[config.mk]
export PLATFORM = sky130hd
export DESIGN_NAME = bounded_array_deque_unit
export DESIGN_NICKNAME = d
export VERILOG_FILES = /design/src/design/bdq_pkg.sv /design/src/design/bdq_ram.sv /design/src/design/bounded_array_deque_unit.sv
export SDC_FILE = /design/constraint.sdc
export NUM_CORES = 1
export LEC_CHECK = 0
export ABC_AREA = 1
export BUFFER_PORTS_ARGS = -buffer_cell sky130_fd_sc_hd__buf_2
export CAP_MARGIN = 20
export CORE_ASPECT_RATIO = 0.9
export CORE_UTILIZATION = 40
export CTS_CLUSTER_DIAMETER = 60
export DETAILED_ROUTE_END_ITERATION = 16
export PLACE_DENSITY_LB_ADDON = 0.2
export SYNTH_ARGS = -nofsm -noshare
export SYNTH_HDL_FRONTEND = slang
export SYNTH_HIERARCHICAL = 1
export SYNTH_SLANG_ARGS = --single-unit
[constraint.sdc]
create_clock -name clock -period 10.5 [get_ports clock]
set_input_delay 2.1 -clock clock [delete_from_list [all_inputs] [get_ports clock]]
set_output_delay 2.1 -clock clock [all_outputs]
set_load 0.03 [all_outputs]
[src/design/bdq_pkg.sv]
// Shared types and constants for the bounded array deque unit.
// Used by bounded_array_deque_unit and its testbench; depends on nothing else.
package bdq_pkg;

   // Operation codes carried in the request word.
   localparam logic [2:0] OP_PUSH_BACK  = 3'd0;
   localparam logic [2:0] OP_PUSH_FRONT = 3'd1;
   localparam logic [2:0] OP_POP_BACK   = 3'd2;
   localparam logic [2:0] OP_POP_FRONT  = 3'd3;
   localparam logic [2:0] OP_READ_FRONT = 3'd4;
   localparam logic [2:0] OP_READ_BACK  = 3'd5;

   // Capacity register reset value and lower limit.
   localparam logic [4:0] CAP_RESET = 5'd16;
   localparam int         CAP_MIN   = 2;

   // Status codes returned with every result word.
   typedef enum logic [2:0] {
      ST_OK        = 3'd0,
      ST_FULL      = 3'd1,
      ST_REAR_END  = 3'd2,
      ST_FRONT_END = 3'd3,
      ST_EMPTY     = 3'd4
   } status_type;

   // Control sequencer states.
   typedef enum logic [1:0] {
      S_IDLE,
      S_READ,
      S_LOAD,
      S_REDUCE
   } state_type;

   typedef struct packed {
      logic        [2:0]  operation;
      logic signed [31:0] push_value;
   } req_type;

   typedef struct packed {
      logic signed [31:0] read_value;
      status_type         status;
      logic               is_empty;
      logic               is_full;
   } rsp_type;

endpackage

[src/design/bdq_ram.sv]
// Generic single-write, single-read synchronous RAM with a registered read port.
// Stand-alone; no package needed.
module bdq_ram #(
   parameter int WIDTH = 32,
   parameter int DEPTH = 16
) (
   input  logic                     clock,
   input  logic                     wr_en,
   input  logic [$clog2(DEPTH)-1:0] wr_addr,
   input  logic [WIDTH-1:0]         wr_data,
   input  logic                     rd_en,
   input  logic [$clog2(DEPTH)-1:0] rd_addr,
   output logic [WIDTH-1:0]         rd_data
);

   logic [WIDTH-1:0] mem_ff [DEPTH];
   logic [WIDTH-1:0] rd_data_ff;

   // Write port and registered read port.
   always_ff @(posedge clock) begin
      if (wr_en) begin
         mem_ff[wr_addr] <= wr_data;
      end
      if (rd_en) begin
         rd_data_ff <= mem_ff[rd_addr];
      end
   end

   assign rd_data = rd_data_ff;

endmodule

[src/design/bounded_array_deque_unit.sv]
// Bounded array deque unit: indices and control around one element RAM.
// Depends on bdq_pkg and bdq_ram.
//
// Usage: each request word on req_* carries an operation (push back, push
// front, pop back, pop front, read front, read back) and a push value. Each
// accepted word produces exactly one response word on rsp_*: the value popped
// or read, a status code and the empty and full flags after the operation.
// Pushes and refused operations answer in the cycle after acceptance; pops and
// reads that succeed answer from state S_READ, after the registered read of the
// element RAM. One word is in work at a time, so a push may be accepted every
// cycle while each response is taken, and a pop or read holds the next word off.
// A response waiting in the output register does not block acceptance as long
// as rsp_ready takes it at the same edge; a stalled receiver holds the response
// and req_ready stays low until it is taken.
// The capacity register is written through csr_wr_en/csr_wr_data; the user must
// write it only while idle, which the unit does not enforce. After each write
// it rebuilds its fill residue modulo capacity, one subtraction per cycle, with
// req_ready low. Synchronous reset empties the deque and sets capacity to 16;
// the RAM contents are not cleared, and no entry is ever read before it is written.
module bounded_array_deque_unit #(
   parameter int DEPTH      = 16,
   parameter int DATA_WIDTH = 32
) (
   input  logic             clock,
   input  logic             reset,
   input  logic             req_valid,
   output logic             req_ready,
   input  bdq_pkg::req_type req_word,
   output logic             rsp_valid,
   input  logic             rsp_ready,
   output bdq_pkg::rsp_type rsp_word,
   input  logic             csr_wr_en,
   input  logic [4:0]       csr_wr_data
);
   import bdq_pkg::*;

   localparam int IW = $clog2(DEPTH);
   localparam int CW = $clog2(DEPTH + 1);
   localparam int EW = (CW > 5) ? CW : 5;

   state_type        state_ff, state_in;
   logic             pending_ff, pending_in;
   logic [4:0]       capacity_ff;
   logic [IW-1:0]    front_ff, front_in;
   logic [IW-1:0]    rear_ff, rear_in;
   logic             empty_ff, empty_in;
   logic [EW-1:0]    resid_ff, resid_in;
   logic             rsp_valid_ff, rsp_valid_in;
   rsp_type          rsp_ff, rsp_in;

   logic [EW-1:0]    cap_ext, eff_cap;
   logic [EW-1:0]    resid_inc, resid_dec;
   logic [EW-1:0]    fill_count;
   logic             accept, full_now;
   logic             wr_en, rd_en;
   logic [IW-1:0]    wr_addr, rd_addr;
   logic [DATA_WIDTH-1:0] wr_data, rd_data;
   status_type       status;

   // Effective capacity, clamped to the range of the store.
   assign cap_ext = EW'(capacity_ff);
   always_comb begin
      if (cap_ext < EW'(CAP_MIN)) begin
         eff_cap = EW'(CAP_MIN);
      end else if (cap_ext > EW'(DEPTH)) begin
         eff_cap = EW'(DEPTH);
      end else begin
         eff_cap = cap_ext;
      end
   end

   // The residue holds the element count modulo capacity; full means the deque is
   // not empty, the residue is zero and the front slot lies below capacity.
   assign resid_inc  = (resid_ff + EW'(1) == eff_cap) ? '0 : resid_ff + EW'(1);
   assign resid_dec  = (resid_ff == '0) ? eff_cap - EW'(1) : resid_ff - EW'(1);
   assign full_now   = !empty_ff && (resid_ff == '0) && (EW'(front_ff) < eff_cap);
   assign fill_count = EW'(rear_ff) - EW'(front_ff) + EW'(1);

   assign req_ready = (state_ff == S_IDLE) && !pending_ff && (!rsp_valid_ff || rsp_ready);
   assign accept    = req_valid && req_ready;
   assign wr_data   = DATA_WIDTH'(req_word.push_value);

   // Sequencer: operation decode, index update and residue rebuild.
   always_comb begin
      state_in     = state_ff;
      pending_in   = pending_ff;
      front_in     = front_ff;
      rear_in      = rear_ff;
      empty_in     = empty_ff;
      resid_in     = resid_ff;
      rsp_valid_in = rsp_valid_ff;
      rsp_in       = rsp_ff;
      status       = ST_OK;
      wr_en        = 1'b0;
      wr_addr      = '0;
      rd_en        = 1'b0;
      rd_addr      = '0;

      if (rsp_valid_ff && rsp_ready) begin
         rsp_valid_in = 1'b0;
      end

      case (state_ff)
         S_IDLE: begin
            if (pending_ff) begin
               pending_in = 1'b0;
               state_in   = S_LOAD;
            end else if (accept) begin
               case (req_word.operation)
                  OP_PUSH_BACK: begin
                     if (full_now) begin
                        status = ST_FULL;
                     end else if (empty_ff) begin
                        front_in = '0;
                        rear_in  = '0;
                        empty_in = 1'b0;
                        resid_in = EW'(1);
                        wr_en    = 1'b1;
                        wr_addr  = '0;
                     end else if (EW'(rear_ff) + EW'(1) >= eff_cap) begin
                        status = ST_REAR_END;
                     end else begin
                        rear_in  = rear_ff + IW'(1);
                        resid_in = resid_inc;
                        wr_en    = 1'b1;
                        wr_addr  = rear_ff + IW'(1);
                     end
                  end
                  OP_PUSH_FRONT: begin
                     if (empty_ff) begin
                        front_in = '0;
                        rear_in  = '0;
                        empty_in = 1'b0;
                        resid_in = EW'(1);
                        wr_en    = 1'b1;
                        wr_addr  = '0;
                     end else if (front_ff == '0) begin
                        status = ST_FRONT_END;
                     end else begin
                        front_in = front_ff - IW'(1);
                        resid_in = resid_inc;
                        wr_en    = 1'b1;
                        wr_addr  = front_ff - IW'(1);
                     end
                  end
                  OP_POP_BACK, OP_POP_FRONT: begin
                     if (empty_ff) begin
                        status = ST_EMPTY;
                     end else begin
                        rd_en   = 1'b1;
                        rd_addr = (req_word.operation == OP_POP_BACK) ? rear_ff : front_ff;
                        if (front_ff == rear_ff) begin
                           front_in = '0;
                           rear_in  = '0;
                           empty_in = 1'b1;
                           resid_in = '0;
                        end else if (req_word.operation == OP_POP_BACK) begin
                           rear_in  = rear_ff - IW'(1);
                           resid_in = resid_dec;
                        end else begin
                           front_in = front_ff + IW'(1);
                           resid_in = resid_dec;
                        end
                     end
                  end
                  OP_READ_FRONT, OP_READ_BACK: begin
                     if (empty_ff) begin
                        status = ST_EMPTY;
                     end else begin
                        rd_en   = 1'b1;
                        rd_addr = (req_word.operation == OP_READ_FRONT) ? front_ff : rear_ff;
                     end
                  end
                  default: begin
                     status = ST_OK;
                  end
               endcase

               // Flags reflect the state after the operation.
               rsp_in.read_value = '0;
               rsp_in.status     = status;
               rsp_in.is_empty   = empty_in;
               rsp_in.is_full    = !empty_in && (resid_in == '0) &&
                                   (EW'(front_in) < eff_cap);
               if (rd_en) begin
                  rsp_valid_in = 1'b0;
                  state_in     = S_READ;
               end else begin
                  rsp_valid_in = 1'b1;
               end
            end
         end
         S_READ: begin
            // The element read last cycle is now on the RAM output.
            rsp_in.read_value = 32'(signed'(rd_data));
            rsp_valid_in      = 1'b1;
            state_in          = S_IDLE;
         end
         S_LOAD: begin
            resid_in = empty_ff ? '0 : fill_count;
            state_in = S_REDUCE;
         end
         S_REDUCE: begin
            if (pending_ff) begin
               pending_in = 1'b0;
               state_in   = S_LOAD;
            end else if (resid_ff >= eff_cap) begin
               resid_in = resid_ff - eff_cap;
            end else begin
               state_in = S_IDLE;
            end
         end
         default: begin
            state_in = S_IDLE;
         end
      endcase

      // A capacity write always schedules a residue rebuild.
      if (csr_wr_en) begin
         pending_in = 1'b1;
      end
   end

   // Control registers.
   always_ff @(posedge clock) begin
      if (reset) begin
         state_ff     <= S_IDLE;
         pending_ff   <= 1'b0;
         capacity_ff  <= CAP_RESET;
         front_ff     <= '0;
         rear_ff      <= '0;
         empty_ff     <= 1'b1;
         resid_ff     <= '0;
         rsp_valid_ff <= 1'b0;
      end else begin
         state_ff     <= state_in;
         pending_ff   <= pending_in;
         front_ff     <= front_in;
         rear_ff      <= rear_in;
         empty_ff     <= empty_in;
         resid_ff     <= resid_in;
         rsp_valid_ff <= rsp_valid_in;
         if (csr_wr_en) begin
            capacity_ff <= csr_wr_data;
         end
      end
   end

   // Response payload register.
   always_ff @(posedge clock) begin
      rsp_ff <= rsp_in;
   end

   // Element store.
   bdq_ram #(
      .WIDTH (DATA_WIDTH),
      .DEPTH (DEPTH)
   ) u_store (
      .clock   (clock),
      .wr_en   (wr_en),
      .wr_addr (wr_addr),
      .wr_data (wr_data),
      .rd_en   (rd_en),
      .rd_addr (rd_addr),
      .rd_data (rd_data)
   );

   assign rsp_valid = rsp_valid_ff;
   assign rsp_word  = rsp_ff;

   // An empty deque always has both indices parked at slot zero.
   a_empty_parked : assert property (@(posedge clock) disable iff (reset)
      empty_ff |-> (front_ff == '0) && (rear_ff == '0))
      else $error("empty deque with indices away from zero");

   // The occupied run never inverts.
   a_run_order : assert property (@(posedge clock) disable iff (reset)
      !empty_ff |-> (front_ff <= rear_ff))
      else $error("front index above rear index");

   // Once rebuilt, the residue stays below capacity.
   a_resid_range : assert property (@(posedge clock) disable iff (reset)
      (state_ff == S_IDLE) && !pending_ff |-> (resid_ff < eff_cap))
      else $error("fill residue out of range");

   // No request is taken and no response is offered while a RAM read is outstanding.
   a_read_interlock : assert property (@(posedge clock) disable iff (reset)
      (state_ff == S_READ) |-> !req_ready && !rsp_valid_ff)
      else $error("request accepted during outstanding read");

endmodule

After elaboration in Yosys (flattened, before gate mapping). Memories as Yosys holds them, arrays and structs flattened. A register that Yosys moved wholly into a read port is not among the register bits. Index checks and enable logic that the tools add are counted.

Register bits: 60. Memory bits (writable): 512. Bits of input ports: 45. Logic and storage cells: 190. Memories: 1.

$add $sub $neg: 11. Order comparisons: 6. Equal/unequal tests: 22. Mux-type cells: 106. Bitwise gates (word level): 1. Reduce and logical (&&, ||, !) cells: 31.

Memories: u_store.mem_ff (words 16, width 32, read ports 1, clocked after memory_dff 1, wr ports 1, RTL line bdq_ram.sv:16) `logic [WIDTH-1:0] mem_ff [DEPTH];`.

Operators with widths (number): $mux 4 (32); $mux 5 (19); $mux 37 (2); $pmux 32 s2 (1); $mux 1 (30); $pmux 5 s3 (2); $pmux 4 s3 (2); $mux 2 (10); $pmux 4 s2 (2); $ne 2x2->1 const B (7); $ne 3x3->1 const B (4); $add 5x1->5 const B (2); $ge 5x5->1 (2); $logic_not 5->1 (2); $lt 4x5->1 (2); $sub 5x1->5 const B (2); $pmux 3 s3 (1); $reduce_and 3->1 (3); $reduce_and 9->1 (1); $add 4x1->4 const B (2); $logic_and 1x1->1 (8); $pmux 2 s4 (1); $sub 4x1->4 const B (2); $eq 3x2->1 const B (2); other kinds (26) (36).

Depth between registers and ports, before layout. Gate-level depths: netlist of run 1.

Depth after elaboration: 18. Mapped depth: 20.

Modules after synthesis. Netlist of run 1, hierarchy kept.

Modules (own cells, without submodules): bdq_ram (instances 1, cells an instance 2122, area each 23052.1 sq um, seq. area each 16335.7 sq um); bounded_array_deque_unit (instances 1, cells an instance 640, area each 4528.1 sq um, seq. area each 1571.5 sq um).

Least setup slack after synthesis of run 1. Ideal clock, no wire load.

Kind: input port to flip-flop. From: in rsp_ready. To: mem u_store.mem_ff[13][0] (enable). Setup time: 421 ps. Data arrival time: 4631 ps. Data required time: 10079 ps. Path slack: 5448 ps. Cell stages on the path: 10. Cells stage by stage: nor2_1 nor2_4 nand2_2 inv_2 o21ai_0 a21oi_1 inv_1 nor2_1 nand2_1 nor2_1.

RTL lines: start, declared (RTL line bounded_array_deque_unit.sv:30) `input logic rsp_ready,`; $logic_or 1x1->1 (RTL line bounded_array_deque_unit.sv:79) `assign req_ready = (state_ff == S_IDLE) && !pending_ff && (!rsp_valid_ff || rsp_ready);`; $logic_and 1x1->1 (RTL line bounded_array_deque_unit.sv:79); via req_ready (RTL line bounded_array_deque_unit.sv:27) `output logic req_ready,`; $logic_and 1x1->1 (RTL line bounded_array_deque_unit.sv:80) `assign accept = req_valid && req_ready;`; $mux 4 (RTL line bounded_array_deque_unit.sv:108) `end else if (accept) begin`; $mux 4 (RTL line bounded_array_deque_unit.sv:105) `if (pending_ff) begin`; $mux 4 (RTL line bounded_array_deque_unit.sv:103) `case (state_ff)`; via wr_addr[0] (RTL line bounded_array_deque_unit.sv:56) `logic [IW-1:0] wr_addr, rd_addr;`; end, declared (RTL line bdq_ram.sv:16).

The timed path passes the listed nets, and every way through them passes these cells.

Final worst setup path of run 1.
From: in rsp_ready. To: reg u_store.rd_data_ff[3] (netlist: u_store/rd_data[3]) (read register of u_store.mem_ff) (data pin).

Longest elaborated chain between the ends: 6.

Ends and longest elaborated chain: $logic_or 1x1->1 (RTL line bounded_array_deque_unit.sv:79); $logic_and 1x1->1 (RTL line bounded_array_deque_unit.sv:79); $logic_and 1x1->1 (RTL line bounded_array_deque_unit.sv:80); $mux 4 (RTL line bounded_array_deque_unit.sv:108); $mux 4 (RTL line bounded_array_deque_unit.sv:105); $mux 4 (RTL line bounded_array_deque_unit.sv:103); via rd_addr[0] (RTL line bounded_array_deque_unit.sv:56); end, declared (RTL line bdq_ram.sv:17) `logic [WIDTH-1:0] rd_data_ff;`.

The timed path passes the listed nets, and every way through them passes these cells. A chain may end at the register's enable or synchronous reset.

==> run metrics, run 1 <==
Synth cell types 40; number of standard cells after synthesis about 2,800; simple-gate portion of the synthesized area between 20% and 30%; xor/xnor cell area share of the yosys netlist 0.286%; critical setup path kind in2reg; initial core utilization between 40 and 50%; setup violators final 0; Cell Area, Placed 0.0287 sq mm; top layer used by detailed routing met5; total global routing overflow 0; overall via count from detail_route about 19,000; dpl hpwl 38,600 um; metal1 wirelength 32,900 um; area taken by flip-flops and latches 0.0179 sq mm; Largest stage delay, worst path 0.86 ns; worst min path class reg2reg; async set or reset register ratio after synthesis 0%; setup slack, reg-to-reg 5.43 ns; number of buffers inserted during clock tree synthesis 68; input/output buffers 83; area of the core 0.0676 sq mm; top-level I/O count 84; most frequently used flop master after synthesis edfxtp_1; start of the worst register-to-register path cap_ext[4]; Chip Height 251 um; number of design-rule violations left by the first detailed-router iteration 1,532; EDFF count, synth 581; antenna violations before repair 4; power density cells 196 mW/mm^2; clock-pin slew on the worst setup and hold paths 0.06 ns; post-route clock skew 0.0182 ns; drc violations 0; nets in the synthesized netlist 2,845; Avg Synthesized Cell Area between 9 and 10 sq um; number of global-route vias before repair 18,360; drt total wl 72,300 um; Achievable Freq 187 MHz; clk buf depth 3; row count 90; Met2 Wirelength between 30,000 and 40,000 um; post-synthesis compound-gate area fraction 2.18%; highest fanout seen on the critical path between 100 and 150; maximum capacitance violations 0; signed area change from the synthesized netlist to the final layout 12.2%; final hold violation count 0; CP Data Required Time approximately 11 ns; gpl congestion 0.894; DRT antenna net count 0; share of post-route cells with drive strength above 1 roughly a tenth; total global-route track usage 21.0%; launch instance of the worst min-delay path cap_ext[0]; unrepaired setup endpoints after global routing false; number of fillers in the final layout 6,324; area enclosed by the die boundary 0.0700 sq mm; type of destination of the critical path flip-flop; detailed-route wire length per cell 19.3 um; crit start category primary input; router iterations before antenna repair 6; multiplexer area fraction after synthesis 0%; vias per cell 5.05; die span in x 279 um; Rel. slew slack 23.1%; maximum number of pins on one net before global-route repair 184; final net count between 2,000 and 3,000; static leakage around 13 nW; share of the yosys chip area belonging to registers 64.9%; routed wire length on met3 4450 um; run status finished, final reports clean; CTS tree yes; pin slew with the least headroom to its limit 1.15 ns; Cell Chain, Critical Path buf_2 -> nor2_1 -> nor2_4 -> nand2_2 -> inv_2 -> nand2_1 -> a21oi_4 -> inv_6 -> buf_4 -> nand2_1 -> nand3_1 -> nand3_1 -> nand3_1 -> nand2_1; post-route fraction of the period consumed by the critical path 50.9%; min Tclk post-route 5.34 ns; combinational family with the most area after synthesis simple AND/OR/NAND/NOR gates; arrival time of data at the critical path endpoint 5.69 ns; hold-fix buffers at CTS 0; timing startpoint of the critical path rsp_ready; maximum vdd ir drop 0.116 mV; total buffers and inverters traversed by the critical path 4; Synth Area in Adders 1.78%; Setup TNS Final 0 ns; number of sinks on the clock net 604; Mapped Area 0.0276 sq mm; CP max stage cell buf_4; count of cells resized by post-cts repair 0; number of warnings issued by yosys 6; max-slew violations 0; flip-flop and latch count after synthesis 604; fin area 0.0310 sq mm; clock root buffer clkbuf_16; family with the most delay on the worst path buffers and inverters; CTS HTree Levels 3; area of the multi-input gates 0.00714 sq mm; insertion delay of the later-clocked pin in the worst-skew pair 0.61 ns; post-CTS repair timing setup buffer count 0; global-route wire length before repair 110,000 um
## kinds of logic after synthesis
family,after synthesis
AO/OA/AOI/OAI,109
flip-flops,604
XOR/XNOR,9
buffers and inverters,633
AND/OR/NAND/NOR,1369
adder cells (fa/ha/maj),38
## where the power goes
group	internal, W	leakage [nW]	switching (W)
Combinational	0.000234	6.72	0.000629
Clock	0.00141	1.08	0.000969
Sequential	0.00276	5.44	0.0000595
Total	0.00440	13.2	0.00166
## routing by layer
metal  track usage (%)  up-vias
met3              3.52      158
met4              6.84        4
met2              33.3      559
met5                 0        -
li1                  -     9090
met1              29.2     9124
## area by class of cell
cell class                      count  area share (%)
Antenna cell                        1         0.00808
Clock buffer                       80            5.81
Clock inverter                     42            1.37
Inverter                          508            6.19
Multi-Input combinational cell   1525            23.1
Sequential cell                   604            57.8
Tap cell                          874            3.53
Timing Repair Buffer              116            2.18
## worst register-to-register path, cell delays in order (launching register included)
cell,delay [ns]
dfxtp_1,0.64
inv_2,0.23
nand2_2,0.12
nand2_2,0.09
inv_1,0.22
ha_1,0.30
nand2_1,0.06
inv_1,0.04
nand4_1,0.06
o211ai_1,0.10
a21oi_1,0.78
nand4_1,0.16
a21oi_1,0.31
inv_1,0.11
nor2_1,0.13
nand2_1,0.23
nor2_4,0.67
buf_4,0.48
## final timing paths
kind                             to  cells after the start
max              u_store/rd_data[3]                     14
max reg2reg  u_store/mem_ff[13][28]                     17
min                      cap_ext[0]                      2
min reg2reg              cap_ext[0]                      2
## Yosys cell counts (all sizes together) (2+ instances only)
cell / count / area [sq um]
o31ai: 2 / 15.0
a211oi: 4 / 30.0
nor3: 3 / 20.0
o211ai: 3 / 22.5
inv: 508 / 1910
a22oi: 3 / 22.5
nand3b: 2 / 15.0
nand3: 433 / 2180
nor2: 77 / 314
ha: 36 / 450
xor2: 8 / 70.1
dfxtp: 23 / 460
clkbuf: 22 / 82.6
o22ai: 4 / 25.0
fa: 2 / 40.0
a21oi: 46 / 230
nand4: 14 / 87.6
o21ai: 41 / 205
nand2: 839 / 3170
buf: 103 / 717
a21o: 2 / 15.0
edfxtp: 581 / 17400
## through the flow
stage          std cells  hold slack, ns  worst slack, ns  util, %  total power [W]
2_1_floorplan       2762           0.449             5.45        -          0.00344
3_3_place_gp        3627           0.466             4.61     42.5          0.00373
3_5_place_dp        3627           0.470             4.59     42.5          0.00374
4_1_cts             3749           0.478             5.23     45.8          0.00613
5_1_grt             3749           0.509             4.92     45.8          0.00630
6_report            3750           0.477             5.16     45.8          0.00606
## flip-flops by register name, summed over array words and instances, names as in the netlist, 2 cells and up
| name | count |
|---|---|
| rear_ff | 4 |
| front_ff | 4 |
| u_store/rd_data | 32 |
| cap_ext | 5 |
| state_ff | 2 |
| u_store/mem_ff | 512 |
| rsp_word | 37 |
| resid_ff | 5 |
## layout by cell type, fill, tap and decap left out, types with 18 or more instances in the layout
cell type,n
buf_2,83
nor2_1,52
inv_1,491
nand3_1,430
dfxtp_1,23
edfxtp_1,581
nor2_4,18
ha_1,35
a21oi_1,42
clkbuf_16,70
clkinv_1,18
o21ai_0,34
nand2_1,831
buf_4,32
Power figures use the tool's default switching activity.
==> inputs of run 2 (changes only) <==
ABC_AREA = 0   (was 1)
clock period = 5.1 ns   (was 10.5 ns; I/O delays follow)
==> run 2 against run 1 <==
Net effect: hold slack improved by 0.042 ns; clock power rose by 94%; sequential share of layout area rose by 4.6 points; die area fell by 11%; clock-buffer cell count fell by 3; global-route usage fell by 1.5 points; design area fell by 7.4%; setup slack got worse by 4.4 ns; combinational power rose by 80%; sequential power rose by 100%; non-clock buffer count rose by 25; highest routed layer unchanged; clock skew rose by 0.0069 ns.
==> run metrics, run 2 <==
logic depth of the worst setup path including buffers 13 (-1); clock-pin slew on the worst setup and hold paths 0.06 ns (about the same); Achievable Freq 228 MHz; row count 85 (-5.6%); hold-fix buffers at CTS 0 (unchanged); Rel. slew slack 36.9% (+14 points); Setup TNS Final 0 ns (unchanged); static leakage 9.21 nW (-30%); critical setup path kind reg2reg; initial core utilization 40.8% (about the same); area of the core 0.0603 sq mm (-11%); final hold violation count 0 (unchanged); router iterations before antenna repair 5 (-1); signed area change from the synthesized netlist to the final layout 16.4%; max-slew violations 0 (unchanged); overall via count from detail_route 13,202 (-30%); number of global-route vias before repair 13,383 (-27%); number of buffers inserted during clock tree synthesis 66 (-2.9%); count of cells resized by post-cts repair 0 (unchanged); Comb pwr share 13.0% (-1.3 points); number of design-rule violations left by the first detailed-router iteration 1,122 (-27%); total buffers and inverters traversed by the critical path 2 (-2); number of sinks on the clock net 604 (unchanged); area enclosed by the die boundary 0.0626 sq mm (-11%); run status finished, final reports clean; antenna violations before repair 5 (+1); setup violators final 0 (unchanged); final net count 1,561 (-46%); drc violations 0 (unchanged); total global routing overflow 0 (unchanged); top-level I/O count 84 (unchanged); top cells by count, synth 581 x edfxtp_1, 128 x mux4_2, 74 x a22oi_1; die span in x 264 um (-5.5%); total global-route track usage 19.4% (-1.5 points); Clock Power Share 38.6% (-0.6 points); maximum vdd ir drop 0.398 mV (+240%); nets in the synthesized netlist 1,419 (-50%); clk buf depth 3 (unchanged); number of flip-flops in the largest register 512 (unchanged); proportion of total power due to net switching 26.1% (-1.3 points); commonest non-fill, non-tap cells in the layout 581 x edfxtp_1, 128 x mux4_2, 83 x buf_2; input/output buffers 83 (unchanged); metal1 wirelength 27,700 um (-16%); cells on worst reg2reg path 13 (-4); Min-Delay Path Depth 2 (unchanged); dpl hpwl 34,400 um (-11%); most frequent cell after synthesis edfxtp_1; insertion delay of the later-clocked pin in the worst-skew pair 0.60 ns (about the same); sw power 0.00310 W (+87%); area fraction of the dominant cell type after synthesis 70.9% (+7.6 points); arrival time of data at the critical path endpoint 4.67 ns (-1.02 ns); share of the yosys chip area belonging to registers 72.7% (+7.8 points); post-CTS repair timing setup buffer count 0 (unchanged); unrepaired setup endpoints after global routing false; CTS HTree Levels 3 (unchanged); internal portion of total power 0.00879 W (+100%); final total power 0.0119 W (+96%); Most flops, register u_store/mem_ff; number of standard cells after synthesis 1,336 (-52%); top layer used by detailed routing met5; antenna diode instance count 0 (-1); drt total wl 59,800 um (-17%); CTS tree yes; share of post-route cells with drive strength above 1 26.6% (+17 points); highest fanout seen on the critical path 17 (-86%); Mapped Area 0.0246 sq mm (-11%); most frequent standard cell in the layout excluding fill and tap cells edfxtp_1; min Tclk post-route ~4.4 ns; maximum number of pins on one net before global-route repair 77 (-58%); maximum capacitance violations 0 (unchanged); fraction of power consumed by sequential logic 48.4% (+1.9 points); pin slew with the least headroom to its limit 0.937 ns (-0.216 ns); crit start category flip-flop; Met2 Wirelength 27,700 um (-16%); Largest stage delay, worst path 0.56 ns (-0.30 ns); Chip Height 237 um (-5.5%); async set or reset register ratio after synthesis 0% (unchanged); detailed-route wire length per cell 25.8 um (+34%); global-route wire length before repair 89,200 um (-19%); family with the most delay on the worst path simple AND/OR/NAND/NOR gates; Synth cell types 74 (+85%); power density cells 415 mW/mm^2 (+110%); post-route fraction of the period consumed by the critical path 86.1%; number of warnings issued by yosys 6 (unchanged); type of destination of the critical path flip-flop; worst min path class reg2reg; DRT antenna net count 0 (unchanged); CP Data Required Time 5.38 ns (-5.47 ns); EDFF count, synth 581 (unchanged); routed wire length on met3 3550 um (-20%); Avg Synthesized Cell Area 18.4 sq um (+85%); vias per cell 5.71 (+13%); clock root buffer clkbuf_16; flip-flop and latch count after synthesis 604 (unchanged); synth top area cells edfxtp_1 71%, mux4_2 12%, a22oi_1 2.3%; library cell with the largest summed area after synthesis edfxtp_1; post-route clock skew 0.0250 ns (+0.00686 ns); setup slack, reg-to-reg 0.71 ns (-4.72 ns); Cell Chain, Critical Path o21ba_2 -> nor2_1 -> inv_1 -> ha_1 -> and4b_1 -> o21a_1 -> nor4_4 -> nor3_1 -> nand2_1 -> a21oi_1 -> nand3_1 -> nor2_4 -> buf_12; most frequently used flop master after synthesis edfxtp_1; gpl congestion 0.888 (-0.63%); CP max stage cell nor3_1
==> run 2: cell types whose count changed in the layout (fill, tap and decap cells not counted), sizes merged, moves of 13 or more <==
| cell | change |
|---|---|
| nand2 | -773 |
| inv | -479 |
| nand3 | -425 |
| mux4 | +128 |
| a22oi | +71 |
| and2 | +35 |
| buf | +25 |
| nor2 | -24 |
| nor3 | +21 |
| nand2b | +13 |
==> run 2: cell families (layout without fill, tap and decap cells) <==
group                    Yosys count  count (layout)  synth area share [%]
flip-flops                       604             604                  72.7
XOR/XNOR                          16              16                 0.625
buffers and inverters             97             292                  1.69
multiplexers                     135             135                  12.0
AND/OR/NAND/NOR                  240             240                  5.13
AO/OA/AOI/OAI                    206             206                  5.84
adder cells (fa/ha/maj)           38              38                  1.99
==> run 2: final cells by class <==
class	count	area [sq um]
inverter	30	113
fill	4985	31600
tap	783	980
multi-input combinational	635	6490
clock inverter	44	342
sequential	604	17900
clock buffer	77	1760
timing repair buffer	141	1080
==> run 2: path summary, 6_finish.rpt <==
path,start,end
setup reg to reg,cap_ext[2],u_store/mem_ff[14][3]
hold / removal,rear_ff[0],rear_ff[0]
hold reg to reg,rear_ff[0],rear_ff[0]
setup / recovery,cap_ext[2],u_store/mem_ff[14][3]
==> run 2: worst reg2reg max path, delay by kind of cell, from the launching register on <==
kind                       cells  cell delay, ns
AOI/OAI and AO/OA              3            0.73
adders and majority gates      1            0.31
buffers and inverters          2            0.45
DFF                            1            0.37
and+or+nand+nor                7            2.20
==> run 2: per-stage QoR <==
stage	utilization [%]	worst slack [ns]	hold slack, ns	cell area, sq um	std cells
after global placement	44.1	0.795	0.506	26600	2193
after detailed placement	44.1	0.778	0.512	26600	2193
after CTS	47.5	0.798	0.524	28700	2314
after floorplan	-	-0.0153	0.489	24600	1336
final	47.5	0.708	0.519	28700	2314
after global routing	47.5	0.430	0.538	28700	2314
==> run 2: per-layer routing <==
layer	vias up	GRT usage (%)
li1	5745	-
met3	79	3.74
met2	411	29.9
met4	6	4.36
met5	-	0
met1	6961	28.7
==> run 2: power groups by stage <==
stage | logic [W] | clock network, W | registers (W)
global route | 0.00168 | 0.00487 | 0.00578
detailed placement | 0.00154 | 0 | 0.00586
CTS | 0.00155 | 0.00469 | 0.00576
global placement | 0.00154 | 0 | 0.00586
floorplan | 0.000813 | 0 | 0.00606
finish | 0.00155 | 0.00459 | 0.00576
==> inputs of run 3 (changes only) <==
SYNTH_HIERARCHICAL = not set   (was 1)
==> run 3 against run 2 <==
Net effect: non-clock buffer count shrank 4; core utilization shrank 1.3 points; sequential power shrank 0.7%; via count grew 14%; combinational power grew 3%; setup slack gained 0.047 ns; synthesized cell count grew 33%; highest routed layer unchanged.
==> run metrics, run 3 <==
insertion delay of the later-clocked pin in the worst-skew pair 0.60 ns (about the same); input/output buffers 83 (unchanged); number of buffers inserted during clock tree synthesis 67 (+1.5%); highest fanout seen on the critical path 21 (+4); dpl hpwl 38,300 um (+11%); CP Data Required Time 5.39 ns (about the same); launch instance of the worst min-delay path u_store.rd_data[26]; most frequent standard cell in the layout excluding fill and tap cells edfxtp_1; maximum number of pins on one net before global-route repair 129 (+68%); Chip Height 249 um (+4.8%); number of warnings issued by yosys 0 (-6); worst hold slack across all endpoints 0.522 ns (+0.00283 ns); worst min path class reg2reg; clock-pin slew on the worst setup and hold paths 0.06 ns (about the same); initial core utilization 40.4% (-0.44 points); area enclosed by the die boundary 0.0687 sq mm (+9.8%); area fraction of the dominant cell type after synthesis 64.5% (-6.4 points); post-CTS repair timing setup buffer count 0 (unchanged); commonest non-fill, non-tap cells in the layout 581 x edfxtp_1, 491 x mux2i_1, 139 x nand2b_1; top cells by count, synth 581 x edfxtp_1, 491 x mux2i_1, 139 x nand2b_1; antenna violations before repair 4 (-1); final total power 0.0119 W (+0.44%); CP max stage cell or3_2; total global routing overflow 0 (unchanged); Cell Chain, Critical Path inv_1 -> and2_1 -> inv_1 -> ha_1 -> and4b_1 -> o21a_1 -> nor4_2 -> o41ai_1 -> or3_2 -> nor2_4 -> buf_12; DRT antenna net count 0 (unchanged); most frequently used flop master after synthesis edfxtp_1; clock root buffer clkbuf_16; final net count 1,970 (+26%); type of destination of the critical path flip-flop; Most flops, register u_store.mem_ff; number of global-route vias before repair 15,364 (+15%); Synth cell types 77 (+4.1%); signed area change from the synthesized netlist to the final layout 14.5%; final hold violation count 0 (unchanged); async set or reset register ratio after synthesis 0% (unchanged); clk buf depth 3 (unchanged); top-level I/O count 84 (unchanged); arrival time of data at the critical path endpoint 4.64 ns (-0.03 ns); number of flip-flops in the largest register 512 (unchanged); CTS HTree Levels 3 (unchanged); CTS tree yes; Avg Synthesized Cell Area 15.2 sq um (-17%); Setup TNS Final 0 ns (unchanged); nets in the synthesized netlist 1,862 (+31%); min Tclk post-route 4.35 ns (-0.0466 ns); number of standard cells after synthesis 1,780 (+33%); router iterations before antenna repair 5 (unchanged); post-route clock skew 0.0151 ns (-0.00994 ns); hold-fix buffers at CTS 0 (unchanged); flip-flop and latch count after synthesis 604 (unchanged); start of the worst register-to-register path cap_ext[4]; setup violators final 0 (unchanged); critical setup path kind reg2reg; Mapped Area 0.0271 sq mm (+9.9%); Achievable Freq 230 MHz (+1.1%); number of sinks on the clock net 604 (unchanged); max-slew violations 0 (unchanged); row count 90 (+5.9%); total buffers and inverters traversed by the critical path 3 (+1); drc violations 0 (unchanged); Rel. slew slack 38.2% (+1.3 points); cell repeated most along the worst path inv_1; maximum vdd ir drop 0.230 mV (-42%); global-route wire length before repair 98,800 um (+11%); detailed-route wire length per cell 23.5 um (-8.9%); static leakage 11.4 nW (+24%); share of the yosys chip area belonging to registers 66.2% (-6.6 points); family with the most delay on the worst path simple AND/OR/NAND/NOR gates; vias per cell 5.38 (-5.8%); post-route fraction of the period consumed by the critical path 85.2% (-0.91 points); share of post-route cells with drive strength above 1 13.6% (-13 points); library cell with the largest summed area after synthesis edfxtp_1; drt total wl 66,100 um (+11%); die span in x 276 um (+4.8%); crit start category flip-flop; power density cells 385 mW/mm^2 (-7.1%); count of cells resized by post-cts repair 0 (unchanged); maximum capacitance violations 0 (unchanged); gpl congestion 0.887 (-0.16%); unrepaired setup endpoints after global routing false; timing startpoint of the critical path cap_ext[4]; area of the core 0.0670 sq mm (+11%); run status finished, final reports clean; synth top area cells edfxtp_1 64%, mux2i_1 18%, nand2b_1 3.2%; pin slew with the least headroom to its limit 0.927 ns (-0.0101 ns); Largest stage delay, worst path 0.65 ns (+0.09 ns); most frequent cell after synthesis edfxtp_1; total global-route track usage 19.3% (-0.19 points); EDFF count, synth 581 (unchanged); overall via count from detail_route 15,112 (+14%); number of design-rule violations left by the first detailed-router iteration 904 (-19%)
-- run 3: power breakdown --
group	internal [W]	switching, W	leakage [nW]	total [W]
clock network	0.00270	0.00193	1.01	0.00463
registers	0.00563	0.0000949	5.44	0.00572
logic	0.000503	0.00108	4.96	0.00159
total	0.00883	0.00311	11.4	0.0119
-- run 3: through the flow --
step / utilization [%] / instance area (sq um) / instances / worst slack, ns
floorplan: - / 27100 / 1780 / 0.446
detailed placement: 43.1 / 28900 / 2693 / 0.813
global placement: 43.1 / 28900 / 2693 / 0.846
finish: 46.2 / 31000 / 2811 / 0.754
global route: 46.2 / 31000 / 2810 / 0.556
CTS: 46.2 / 31000 / 2810 / 0.802
-- run 3: cell type report --
class                   count  area (sq um)
fillers                  5847         36000
flip-flops and latches    604         17900
multi-input cells        1048          8780
clock buffers              87          1790
well taps                 874          1090
repair buffers            137          1010
clock inverters            30           285
inverters                  30           113
diodes                      1          2.50
-- run 3: worst reg2reg max path: cells and delay by family (launching register included) --
kind                     cells  cell delay [ns]
buffers and inverters        3             0.70
AND/OR/NAND/NOR              5             2.08
adder cells (fa/ha/maj)      1             0.25
flip-flops                   1             0.58
AO/OA/AOI/OAI                2             0.41
-- run 3: kinds of logic (layout without fill, tap and decap cells) --
| group | count (synthesis) | in the layout | synth area share [%] |
|---|---|---|---|
| simple gates | 354 | 354 | 7.44 |
| other cells | 0 | 1 | 0 |
| fa+ha+maj | 37 | 37 | 1.77 |
| compound gates | 152 | 152 | 3.95 |
| buf+inv | 128 | 284 | 2.06 |
| mux | 492 | 492 | 18.2 |
| flops | 604 | 604 | 66.2 |
| xor+xnor | 13 | 13 | 0.421 |
-- run 3: per-layer routing --
metal / global-route usage [%] / vias to the layer above / wire, um
met5: 0 / - / 22
met4: 6.08 / 4 / 1700
met3: 3.70 / 119 / 3120
met2: 29.6 / 336 / 29600
met1: 27.5 / 7660 / 31700
li1: - / 6993 / -
-- run 3: path summary, 6_finish.rpt --
kind	end	slack, ns	cells after the start
max	u_store.mem_ff[6][24]	0.75	11
min	rsp_word[31]	0.52	1
max reg2reg	u_store.mem_ff[6][24]	0.75	11
min reg2reg	rsp_word[31]	0.52	1
